File: config.mk
export PLATFORM = sky130hd
export DESIGN_NAME = hex_field_formatter
export DESIGN_NICKNAME = d
export VERILOG_FILES = /design/src/design/hff_pkg.sv /design/src/design/hex_field_formatter.sv /design/src/design/hff_front.sv /design/src/design/hff_queue.sv /design/src/design/hff_back.sv
export SDC_FILE = /design/constraint.sdc
export NUM_CORES = 1
export LEC_CHECK = 0
export BUFFER_PORTS_ARGS = -buffer_cell sky130_fd_sc_hd__buf_2
export CORE_UTILIZATION = 61
export DETAILED_ROUTE_END_ITERATION = 16
export MAX_ROUTING_LAYER = met4
export PLACE_DENSITY = 0.91
export SYNTH_ARGS = -nofsm -noshare
export SYNTH_HDL_FRONTEND = slang
export SYNTH_SLANG_ARGS = --single-unit
export TNS_END_PERCENT = 1
File: constraint.sdc
create_clock -name clk_i -period 12.8 [get_ports clk_i]
set_input_delay 0 -clock clk_i [delete_from_list [all_inputs] [get_ports clk_i]]
set_output_delay 0 -clock clk_i [all_outputs]
set_load 0.1 [all_outputs]
File: src/design/hff_pkg.sv
// ----------------------------------------------------------------------------
// hff_pkg: shared types and constants of the hex field formatter
// Item structs, the field descriptor passed from front to back, and the
// character constants and digit encoder.
// ----------------------------------------------------------------------------
`default_nettype none

package hff_pkg;

  localparam int unsigned MAX_FIELD = 64;
  localparam int unsigned CNT_W     = $clog2(MAX_FIELD + 1);
  localparam int unsigned ND_W      = 4;
  localparam int unsigned Q_DEPTH   = 2;
  localparam int unsigned Q_PTR_W   = $clog2(Q_DEPTH);
  localparam int unsigned Q_CNT_W   = $clog2(Q_DEPTH + 1);

  localparam logic [7:0] CH_SPACE     = 8'h20;
  localparam logic [7:0] CH_ZERO      = 8'h30;
  localparam logic [7:0] CH_NINE      = 8'h39;
  localparam logic [7:0] CH_UPPER_A   = 8'h41;
  localparam logic [7:0] CH_UPPER_F   = 8'h46;
  localparam logic [7:0] CH_LOWER_A   = 8'h61;
  localparam logic [7:0] CH_LOWER_F   = 8'h66;
  localparam logic [7:0] ALPHA_OFS    = 8'd87;
  localparam logic [7:0] CASE_OFS     = 8'd32;
  localparam logic [3:0] DEC_DIGITS   = 4'd10;

  typedef logic [CNT_W-1:0] cnt_t;

  typedef struct packed {
    logic [31:0] value;
    logic        upper_case;
    logic [6:0]  field_width;
    logic [6:0]  precision;
    logic        has_precision;
    logic        left_justify;
    logic        zero_pad;
  } in_item_t;

  typedef struct packed {
    logic [7:0] character;
    logic       last;
  } out_item_t;

  typedef struct packed {
    logic [31:0]     value;
    logic            upper_case;
    logic            left_justify;
    logic            pad_zero;
    cnt_t            pad;
    cnt_t            zeros;
    logic [ND_W-1:0] ndig;
  } desc_t;

  function automatic logic [7:0] digit_char(logic [3:0] nib, logic upper);
    logic [7:0] ch;
    if (nib < DEC_DIGITS) begin
      ch = CH_ZERO + 8'(nib);
    end else if (upper) begin
      ch = 8'(nib) + ALPHA_OFS - CASE_OFS;
    end else begin
      ch = 8'(nib) + ALPHA_OFS;
    end
    return ch;
  endfunction

endpackage

`default_nettype wire

File: src/design/hex_field_formatter.sv
// ----------------------------------------------------------------------------
// hex_field_formatter: printf-style %x / %X field to ASCII characters
// Formats a 32-bit unsigned value with width, precision and flags and emits
// the field one character per output item, the final one marked by last.
// ----------------------------------------------------------------------------
// Usage:
//   Input channel (in_valid_i / in_stall_o / in_item_i) takes one field per
//   item. Output channel (out_valid_o / out_stall_i / out_item_o) gives one
//   character per item; last is set on the field's final character.
//   Path: the first character goes from the front classifier into the queue,
//   then into the sequencer's registers and from there into the output
//   register. Throughput: the sequencer sends one character per cycle
//   while the output is not stalled, so a field of 1 to MAX_FIELD
//   characters goes out and the next field follows with no gap. An empty
//   field is accepted and produces nothing.
//   The two-entry descriptor queue keeps taking items while the output is
//   stalled; in_stall_o rises only when it is full. A stalled output
//   character is held until taken.
//   Reset empties the queue and the output register; no item is pending.
// ----------------------------------------------------------------------------
`default_nettype none

module hex_field_formatter (
  input  wire logic              clk_i,
  input  wire logic              rst_ni,
  input  wire logic              in_valid_i,
  output logic                   in_stall_o,
  input  wire hff_pkg::in_item_t in_item_i,
  output logic                   out_valid_o,
  input  wire logic              out_stall_i,
  output hff_pkg::out_item_t     out_item_o
);

  logic           q_full, q_push, q_valid, q_pop;
  hff_pkg::desc_t push_desc, pop_desc;

  hff_front u_front (
    .in_valid_i (in_valid_i),
    .in_stall_o (in_stall_o),
    .in_item_i  (in_item_i),
    .q_full_i   (q_full),
    .q_push_o   (q_push),
    .q_desc_o   (push_desc)
  );

  hff_queue u_queue (
    .clk_i       (clk_i),
    .rst_ni      (rst_ni),
    .push_i      (q_push),
    .push_desc_i (push_desc),
    .full_o      (q_full),
    .pop_i       (q_pop),
    .valid_o     (q_valid),
    .desc_o      (pop_desc)
  );

  hff_back u_back (
    .clk_i       (clk_i),
    .rst_ni      (rst_ni),
    .q_valid_i   (q_valid),
    .q_desc_i    (pop_desc),
    .q_pop_o     (q_pop),
    .out_valid_o (out_valid_o),
    .out_stall_i (out_stall_i),
    .out_item_o  (out_item_o)
  );

  a_pop_needs_entry : assert property (
    @(posedge clk_i) disable iff (!rst_ni) q_pop |-> q_valid
  ) else $error("descriptor popped from empty queue");

  a_push_not_full : assert property (
    @(posedge clk_i) disable iff (!rst_ni) q_push |-> !q_full && in_valid_i
  ) else $error("descriptor pushed into full queue");

  a_char_legal : assert property (
    @(posedge clk_i) disable iff (!rst_ni) out_valid_o |->
      (out_item_o.character == hff_pkg::CH_SPACE) ||
      (out_item_o.character >= hff_pkg::CH_ZERO &&
       out_item_o.character <= hff_pkg::CH_NINE) ||
      (out_item_o.character >= hff_pkg::CH_UPPER_A &&
       out_item_o.character <= hff_pkg::CH_UPPER_F) ||
      (out_item_o.character >= hff_pkg::CH_LOWER_A &&
       out_item_o.character <= hff_pkg::CH_LOWER_F)
  ) else $error("character outside the hex field alphabet");

endmodule

`default_nettype wire

File: src/design/hff_front.sv
// ----------------------------------------------------------------------------
// hff_front: input side of the hex field formatter
// Accepts an item, sizes its padding, zeros and digits, and pushes a field
// descriptor into the queue. Empty fields are dropped here.
// ----------------------------------------------------------------------------
`default_nettype none

module hff_front (
  input  wire logic              in_valid_i,
  output logic                   in_stall_o,
  input  wire hff_pkg::in_item_t in_item_i,
  input  wire logic              q_full_i,
  output logic                   q_push_o,
  output hff_pkg::desc_t         q_desc_o
);

  logic [hff_pkg::ND_W-1:0] ndig;
  hff_pkg::cnt_t            width_c;
  hff_pkg::cnt_t            prec_c;
  hff_pkg::cnt_t            ndig_c;
  hff_pkg::cnt_t            zeros;
  hff_pkg::cnt_t            body;
  hff_pkg::cnt_t            pad;
  logic                     empty_field;

  always_comb begin
    ndig = hff_pkg::ND_W'(1);
    for (int i = 1; i < 8; i++) begin
      if (in_item_i.value[4*i +: 4] != 4'd0) begin
        ndig = hff_pkg::ND_W'(i + 1);
      end
    end
    if (in_item_i.value == 32'd0 && in_item_i.has_precision &&
        in_item_i.precision == 7'd0) begin
      ndig = '0;
    end

    width_c = (in_item_i.field_width > 7'(hff_pkg::MAX_FIELD)) ?
              hff_pkg::CNT_W'(hff_pkg::MAX_FIELD) :
              hff_pkg::CNT_W'(in_item_i.field_width);
    prec_c  = (in_item_i.precision > 7'(hff_pkg::MAX_FIELD)) ?
              hff_pkg::CNT_W'(hff_pkg::MAX_FIELD) :
              hff_pkg::CNT_W'(in_item_i.precision);
    if (!in_item_i.has_precision) begin
      prec_c = '0;
    end

    ndig_c = hff_pkg::CNT_W'(ndig);
    zeros  = (prec_c > ndig_c) ? prec_c - ndig_c : '0;
    body   = zeros + ndig_c;
    pad    = (width_c > body) ? width_c - body : '0;
    empty_field = (pad == '0) && (body == '0);
  end

  assign in_stall_o = q_full_i;
  assign q_push_o   = in_valid_i && !q_full_i && !empty_field;

  always_comb begin
    q_desc_o.value        = in_item_i.value;
    q_desc_o.upper_case   = in_item_i.upper_case;
    q_desc_o.left_justify = in_item_i.left_justify;
    q_desc_o.pad_zero     = in_item_i.zero_pad && !in_item_i.has_precision &&
                            !in_item_i.left_justify;
    q_desc_o.pad          = pad;
    q_desc_o.zeros        = zeros;
    q_desc_o.ndig         = ndig;
  end

endmodule

`default_nettype wire

File: src/design/hff_queue.sv
// ----------------------------------------------------------------------------
// hff_queue: descriptor queue between front and back
// Small register FIFO that lets the input and output sides stall apart.
// ----------------------------------------------------------------------------
`default_nettype none

module hff_queue (
  input  wire logic           clk_i,
  input  wire logic           rst_ni,
  input  wire logic           push_i,
  input  wire hff_pkg::desc_t push_desc_i,
  output logic                full_o,
  input  wire logic           pop_i,
  output logic                valid_o,
  output hff_pkg::desc_t      desc_o
);

  hff_pkg::desc_t                mem_q [hff_pkg::Q_DEPTH];
  logic [hff_pkg::Q_PTR_W-1:0]   wr_ptr_q, wr_ptr_d;
  logic [hff_pkg::Q_PTR_W-1:0]   rd_ptr_q, rd_ptr_d;
  logic [hff_pkg::Q_CNT_W-1:0]   count_q, count_d;
  logic                          do_pop;

  assign full_o  = (count_q == hff_pkg::Q_CNT_W'(hff_pkg::Q_DEPTH));
  assign valid_o = (count_q != '0);
  assign desc_o  = mem_q[rd_ptr_q];
  assign do_pop  = pop_i && valid_o;

  always_comb begin
    wr_ptr_d = wr_ptr_q;
    rd_ptr_d = rd_ptr_q;
    count_d  = count_q;
    if (push_i) begin
      wr_ptr_d = (wr_ptr_q == hff_pkg::Q_PTR_W'(hff_pkg::Q_DEPTH - 1)) ?
                 '0 : wr_ptr_q + 1'b1;
    end
    if (do_pop) begin
      rd_ptr_d = (rd_ptr_q == hff_pkg::Q_PTR_W'(hff_pkg::Q_DEPTH - 1)) ?
                 '0 : rd_ptr_q + 1'b1;
    end
    if (push_i && !do_pop) begin
      count_d = count_q + 1'b1;
    end else if (do_pop && !push_i) begin
      count_d = count_q - 1'b1;
    end
  end

  always_ff @(posedge clk_i or negedge rst_ni) begin
    if (!rst_ni) begin
      wr_ptr_q <= '0;
      rd_ptr_q <= '0;
      count_q  <= '0;
    end else begin
      wr_ptr_q <= wr_ptr_d;
      rd_ptr_q <= rd_ptr_d;
      count_q  <= count_d;
    end
  end

  always_ff @(posedge clk_i) begin
    if (push_i) begin
      mem_q[wr_ptr_q] <= push_desc_i;
    end
  end

endmodule

`default_nettype wire

File: src/design/hff_back.sv
// ----------------------------------------------------------------------------
// hff_back: character sequencer of the hex field formatter
// Walks a field descriptor through padding, zeros, digits and right padding,
// one character per unstalled cycle, into a registered output stage.
// ----------------------------------------------------------------------------
`default_nettype none

module hff_back (
  input  wire logic           clk_i,
  input  wire logic           rst_ni,
  input  wire logic           q_valid_i,
  input  wire hff_pkg::desc_t q_desc_i,
  output logic                q_pop_o,
  output logic                out_valid_o,
  input  wire logic           out_stall_i,
  output hff_pkg::out_item_t  out_item_o
);

  localparam int unsigned REM_W = hff_pkg::CNT_W + 1;

  logic                     active_q, active_d;
  logic                     out_valid_q, out_valid_d;
  hff_pkg::out_item_t       out_q;
  logic [31:0]              value_q;
  logic                     upper_q, left_q, pad_zero_q;
  hff_pkg::cnt_t            pad_q, pad_d;
  hff_pkg::cnt_t            zeros_q, zeros_d;
  logic [hff_pkg::ND_W-1:0] ndig_q, ndig_d;

  logic                     advance, load, cur_last;
  logic [7:0]               cur_char;
  logic [2:0]               nib_idx;
  logic [REM_W-1:0]         remaining;

  assign nib_idx   = 3'(ndig_q - 1'b1);
  assign remaining = REM_W'(pad_q) + REM_W'(zeros_q) + REM_W'(ndig_q);
  assign cur_last  = (remaining == REM_W'(1));
  assign advance   = active_q && (!out_valid_q || !out_stall_i);
  assign load      = q_valid_i && (!active_q || (advance && cur_last));
  assign q_pop_o   = load;

  always_comb begin
    cur_char = hff_pkg::CH_SPACE;
    pad_d    = pad_q;
    zeros_d  = zeros_q;
    ndig_d   = ndig_q;
    if (!left_q && pad_q != '0) begin
      cur_char = pad_zero_q ? hff_pkg::CH_ZERO : hff_pkg::CH_SPACE;
      pad_d    = pad_q - 1'b1;
    end else if (zeros_q != '0) begin
      cur_char = hff_pkg::CH_ZERO;
      zeros_d  = zeros_q - 1'b1;
    end else if (ndig_q != '0) begin
      cur_char = hff_pkg::digit_char(value_q[{nib_idx, 2'b00} +: 4], upper_q);
      ndig_d   = ndig_q - 1'b1;
    end else begin
      cur_char = hff_pkg::CH_SPACE;
      pad_d    = pad_q - 1'b1;
    end
  end

  always_comb begin
    active_d    = active_q;
    out_valid_d = out_valid_q;
    if (advance) begin
      out_valid_d = 1'b1;
      active_d    = !cur_last;
    end else if (out_valid_q && !out_stall_i) begin
      out_valid_d = 1'b0;
    end
    if (load) begin
      active_d = 1'b1;
    end
  end

  always_ff @(posedge clk_i or negedge rst_ni) begin
    if (!rst_ni) begin
      active_q    <= 1'b0;
      out_valid_q <= 1'b0;
    end else begin
      active_q    <= active_d;
      out_valid_q <= out_valid_d;
    end
  end

  always_ff @(posedge clk_i) begin
    if (advance) begin
      out_q.character <= cur_char;
      out_q.last      <= cur_last;
      pad_q           <= pad_d;
      zeros_q         <= zeros_d;
      ndig_q          <= ndig_d;
    end
    if (load) begin
      value_q    <= q_desc_i.value;
      upper_q    <= q_desc_i.upper_case;
      left_q     <= q_desc_i.left_justify;
      pad_zero_q <= q_desc_i.pad_zero;
      pad_q      <= q_desc_i.pad;
      zeros_q    <= q_desc_i.zeros;
      ndig_q     <= q_desc_i.ndig;
    end
  end

  assign out_valid_o = out_valid_q;
  assign out_item_o  = out_q;

endmodule

`default_nettype wire

* Word level (Yosys, flattened, before mapping)
Memory sizes are Yosys's and may differ from the RTL's.
Index checks and enable logic that the tools add are counted.
** Storage, ports and cells
- Register bits :: 68
- RAM bits :: 106
- Input bits :: 54
- Output and inout bits :: 11
- Logic and storage cells :: 136
- Memories kept :: 1
** Operators by class
- Add/sub/neg operators :: 15
- $lt $le $gt $ge :: 5
- Equality and inequality tests :: 6
- Shift-type cells :: 1
- Mux-type cells :: 43
- Reduce and logical (&&, ||, !) cells :: 51
** Memories
- u_queue.mem_q :: depth 2, width 53, rd ports 1, clocked after memory_dff 0, write ports 1, line hff_queue.sv:18 : hff_pkg::desc_t mem_q [hff_pkg::Q_DEPTH];
** Operator list (number)
- two-way mux 7 bit :: 14
- two-way mux 8 bit :: 5
- zero test 32 bit :: 1
- nonzero test 4 bit :: 8
- variable part select 32 x 6 -> 4 bit :: 1
- two-way mux 4 bit :: 7
- zero test 7 bit :: 3
- logical AND 1 bit :: 15
- > comparator 7 bit (second input constant) :: 2
- nonzero test 7 bit :: 2
- subtractor 7 x 1 -> 7 bit (second input constant) :: 2
- two-way mux 3 bit :: 4
- nonzero test 2 bit :: 6
- zero test 1 bit :: 11
- adder 4 x 7 -> 8 bit (second input constant) :: 1
- adder 7 x 7 -> 8 bit :: 1
- adder 8 x 4 -> 8 bit :: 1
- == test 8 x 1 -> 1 bit (second input constant) :: 1
- two-way mux 1 bit :: 8
- two-way mux 2 bit :: 4
- subtractor 8 x 6 -> 8 bit (second input constant) :: 1
- adder 6 x 4 -> 7 bit (first input constant) :: 1
- adder 7 x 4 -> 7 bit :: 1
- > comparator 7 x 4 -> 1 bit :: 1
- 15 further kinds :: 20

* Longest topological paths before layout
- Depth after elaboration :: 22
- Gate-level depth with buffers :: 30
- Depth with buffers taken out :: 29

* By module
Synthesis repeated with hierarchy kept, for this count alone.
** Second synthesis, totals
- Cells, all modules :: 607
- Area, all modules :: 9127.5 µm²
** Modules (own cells, without submodules)
- hff_queue :: instances 1, cells an instance 181, area an instance 4264.1 µm², seq. area each 3283.1 µm²
- hff_back :: instances 1, cells an instance 232, area an instance 3343.2 µm², seq. area each 1881.8 µm²
- hff_front :: instances 1, cells an instance 194, area an instance 1520.2 µm², seq. area each 0.0 µm²

* Worst setup path after synthesis
OpenSTA, ideal clock, no wires.
- Path kind :: in2reg
- Start :: input port in_item_i[35] in the netlist's numbering
- End :: memory u_queue.mem_q[0][0] in the netlist's numbering (enable)
- Library setup time :: 0.543 ns
- Arrival time :: 8.288 ns
- Data required time :: 12.257 ns
- Path slack :: 3.969 ns
- Cell stages on the path :: 25
- Path buffers :: 1
- Path through :: or4_1 > nor2_1 > nand3_1 > o31ai_1 > a21oi_1 > ha_1 > nor2b_1 > o31ai_4 > a21o_1 > nand2_1 > nand2b_1 > inv_1 > ha_1 > a21o_1 > a21oi_1 > xnor2_1 > ha_1 > a21boi_0 > o21ai_0 > a31oi_1 > o211ai_1 > a21o_1 > buf_6 > o21bai_4 > a211oi_1
** RTL lines
- start, declared :: line hex_field_formatter.sv:28 : input wire hff_pkg::in_item_t in_item_i,
- end, declared :: line hff_queue.sv:18

==> qor.yml <==
h-tree-depth: 4
tightest_slew_ns: 1.25
clock-root-buffer: "clkbuf_16"
max-slew-margin-rel_pct: 16.3
wl_met3_um: 979
ys_ff_latch: 173
insertion_delay_ns: 0.44
synth_ff_type: "edfxtp_1"
crit_fanout: 53
grt_pass1_vias: 5394
whs_ns: 0.175
p_leak_nw: 3.53
cts_buffers: 17
antenna_found_initial: 0
hold_class: "in -> reg"
start_util_pct: 62.9
synth_area_um2: 8360
post-route-period-util_pct: 53.7
num_vias: 5164
syn_inst: 567
wl_met1_um: 7210
cp-start-kind: "primary input"
die_h_um: 119
setup_violations: 0
hpwl_um: 11200
chipWidth_um: 119
via_per_inst: 5.97
synthesis.nets: 658
synthArstFlopShare_pct: 3.47
wl_met2_um: 9110
peakVddDrop_v: 0.000161
top_layer_used: "met4"
cap_violations: 0
timing.setup.tns_ns: 0
final_area_um2: 9830
cts.clk_slew.worst_paths_ns: 0.07
worstPathArrival_ns: 6.93
final_core_util_pct: 74.0
ant_nets: 0
first_pass_iters: 5
skew_ns: 0.0193
ios: 65
ys_seq_area_share_pct: 61.8
netlist-cell-type-count: 75
design.core.area_um2: 13300
grt_use_total_pct: 27.7
maxSlewViolCount: 0
critPathKind: "in -> reg"
grt-ovfl-total: 0
numClockSinks: 173
dpl_cell_area_um2: 8870
end_kind: "register"
finalHoldViolations: 0
fin_nets: 767
area_delta_synth_final_pct: 17.6
rsz0062_at_grt: "false"
clk_path_buf_depth: 2
synth_area_per_cell_um2: 14.7
grt_max_degree: 55
dieArea_um2: 14200
outcome: "finished clean"
pwr_density_cell_nw_per_um2: 162
synth_edf_count: 167
synth_warnings: 0
cts_tree: "done"
crit_required_ns: 12.86
final_layout_size_suffix_gt1_share_pct: 23.4
num_rows: 42
gp_congestion: 0.869
grt_pass1_wl_um: 28300
drc_errors: 0
initialDrtViolationCount: 395
detail_route.wl_per_cell_um: 20.6
portBuffers: 63
period_minus_slack_ns: 6.87
fmax_mhz: 145
antenna_cells: 0
wl_um: 17800
state kept, by name (all words and copies together), names as in the netlist, 2 cells and up:
name	count
u_back.ndig_q	4
u_back.zeros_q	7
u_queue.mem_q	106
u_back.value_q	32
u_queue.count_q	2
u_back.pad_q	7
u_back.out_item_o	8
metal layers:
metal / vias to the layer above / track usage (%)
li1: 2382 / -
met1: 2527 / 34.1
met2: 219 / 45.4
met3: 36 / 5.27
met4: 0 / 11.3
met5: - / -
worst paths after layout:
| kind | start | to | slack (ns) | cells past startpoint |
|---|---|---|---|---|
| setup / recovery | in_item_i[43] | u_queue.mem_q[1][22] | 5.93 | 24 |
| hold / removal | in_item_i[3] | u_queue.mem_q[0][4] | 0.18 | 4 |
| setup reg to reg | u_back.ndig_q[0] | u_back.zeros_q[5] | 7.50 | 16 |
| hold reg to reg | u_back.active_q | u_back.out_valid_o | 0.49 | 1 |
| max in group asynchronous | rst_ni | u_queue.rd_ptr_q | 12.05 | 3 |
| min in group asynchronous | rst_ni | u_queue.wr_ptr_q | 0.51 | 3 |
power breakdown:
part / switching (W) / internal [W] / total (W)
Sequential: 0.0000316 / 0.000738 / 0.000770
Clock: 0.000238 / 0.000259 / 0.000497
Combinational: 0.000203 / 0.000127 / 0.000330
Total: 0.000473 / 0.00112 / 0.00160
per-stage QoR:
step,power (W),setup WS (ns),instances
CTS,0.00159,6.08,865
detailed placement,0.00109,6.19,794
floorplan,0.00101,3.97,567
global placement,0.00107,6.49,794
finish,0.00160,5.93,865
global route,0.00165,5.45,865
critical path, cell delays in order:
cell           delay, ns
dlygate4sd3_1       0.53
buf_2               0.14
nor4_1              0.72
nand3_1             0.24
o31ai_1             0.30
a21oi_1             0.15
ha_1                0.32
nor2b_1             0.27
o31ai_4             0.12
a21oi_1             0.20
nor2_1              0.14
nor3_1              0.46
ha_1                0.37
a21oi_1             0.24
xnor2_1             0.13
ha_1                0.34
a21boi_0            0.32
o21ai_0             0.15
a31oi_1             0.24
o211ai_1            0.11
a21o_1              0.28
o21bai_4            0.25
a211oi_4            0.25
buf_4               0.61
cells by family (layout without fill, tap and decap cells):
kind of cell | after synthesis | after routing | synth area share [%]
and+or+nand+nor | 122 | 122 | 7.99
AOI/OAI and AO/OA | 79 | 79 | 6.87
xor gates and xnor gates | 27 | 27 | 3.10
muxes | 83 | 83 | 11.7
other | 1 | 1 | 0.0449
buffers and inverters | 45 | 167 | 2.23
adders and majority gates | 37 | 37 | 6.26
DFF | 173 | 173 | 61.8
cell usage in the layout (no fill, tap or decap), types with 3 or more instances in the layout:
cell	n
a21o_1	5
a21oi_1	14
a31oi_1	6
and2_1	4
buf_2	63
buf_4	3
clkbuf_16	17
clkinv_4	3
dfrtp_1	5
dlygate4sd3_1	39
edfxtp_1	167
fa_1	8
ha_1	29
inv_1	29
inv_6	3
inv_8	4
mux2_2	37
mux2i_1	37
mux4_2	8
nand2_1	25
nand2b_1	5
nand3_1	4
nand4_1	3
nor2_1	26
nor2b_1	12
nor3_1	7
nor3b_1	4
nor4_1	9
o211ai_1	5
o21a_1	4
o21ai_0	14
or3_1	5
or4_1	3
xnor2_1	17
xor2_1	8
synth_stat cells (5+ instances only):
cell type | instances | area share (%)
mux2_2 | 37 | 5.0
xor2_1 | 8 | 0.84
nor3_1 | 7 | 0.42
nand2_1 | 25 | 1.1
a31oi_1 | 6 | 0.45
mux2i_1 | 37 | 4.4
or3_1 | 5 | 0.37
nor4_1 | 9 | 0.67
xnor2_1 | 17 | 1.8
edfxtp_1 | 167 | 60
clkbuf_1 | 10 | 0.45
fa_1 | 8 | 1.9
ha_1 | 29 | 4.3
nor2b_1 | 12 | 0.90
inv_1 | 29 | 1.3
nor2_1 | 26 | 1.2
dfrtp_1 | 6 | 1.8
a21o_1 | 5 | 0.45
nand2b_1 | 5 | 0.37
o211ai_1 | 5 | 0.45
mux4_2 | 8 | 2.2
o21ai_0 | 14 | 0.84
a21oi_1 | 14 | 0.84
cell type report:
class,instances,area (µm²)
Inverter,30,113
Timing Repair Buffer,105,728
Fill cell,772,3460
Clock buffer,17,425
Multi-Input combinational cell,349,3030
Sequential cell,173,5170
Tap cell,176,220
Clock inverter,15,149
timing repair:
| action | 4_1_cts | 5_1_grt |
|---|---|---|
| gates resized for setup | 0 | 0 |
| buffers inserted | 0 | 0 |
| hold endpoints to repair | 78 | 0 |
| hold buffers | 39 | 0 |
Power figures use the tool's default switching activity.
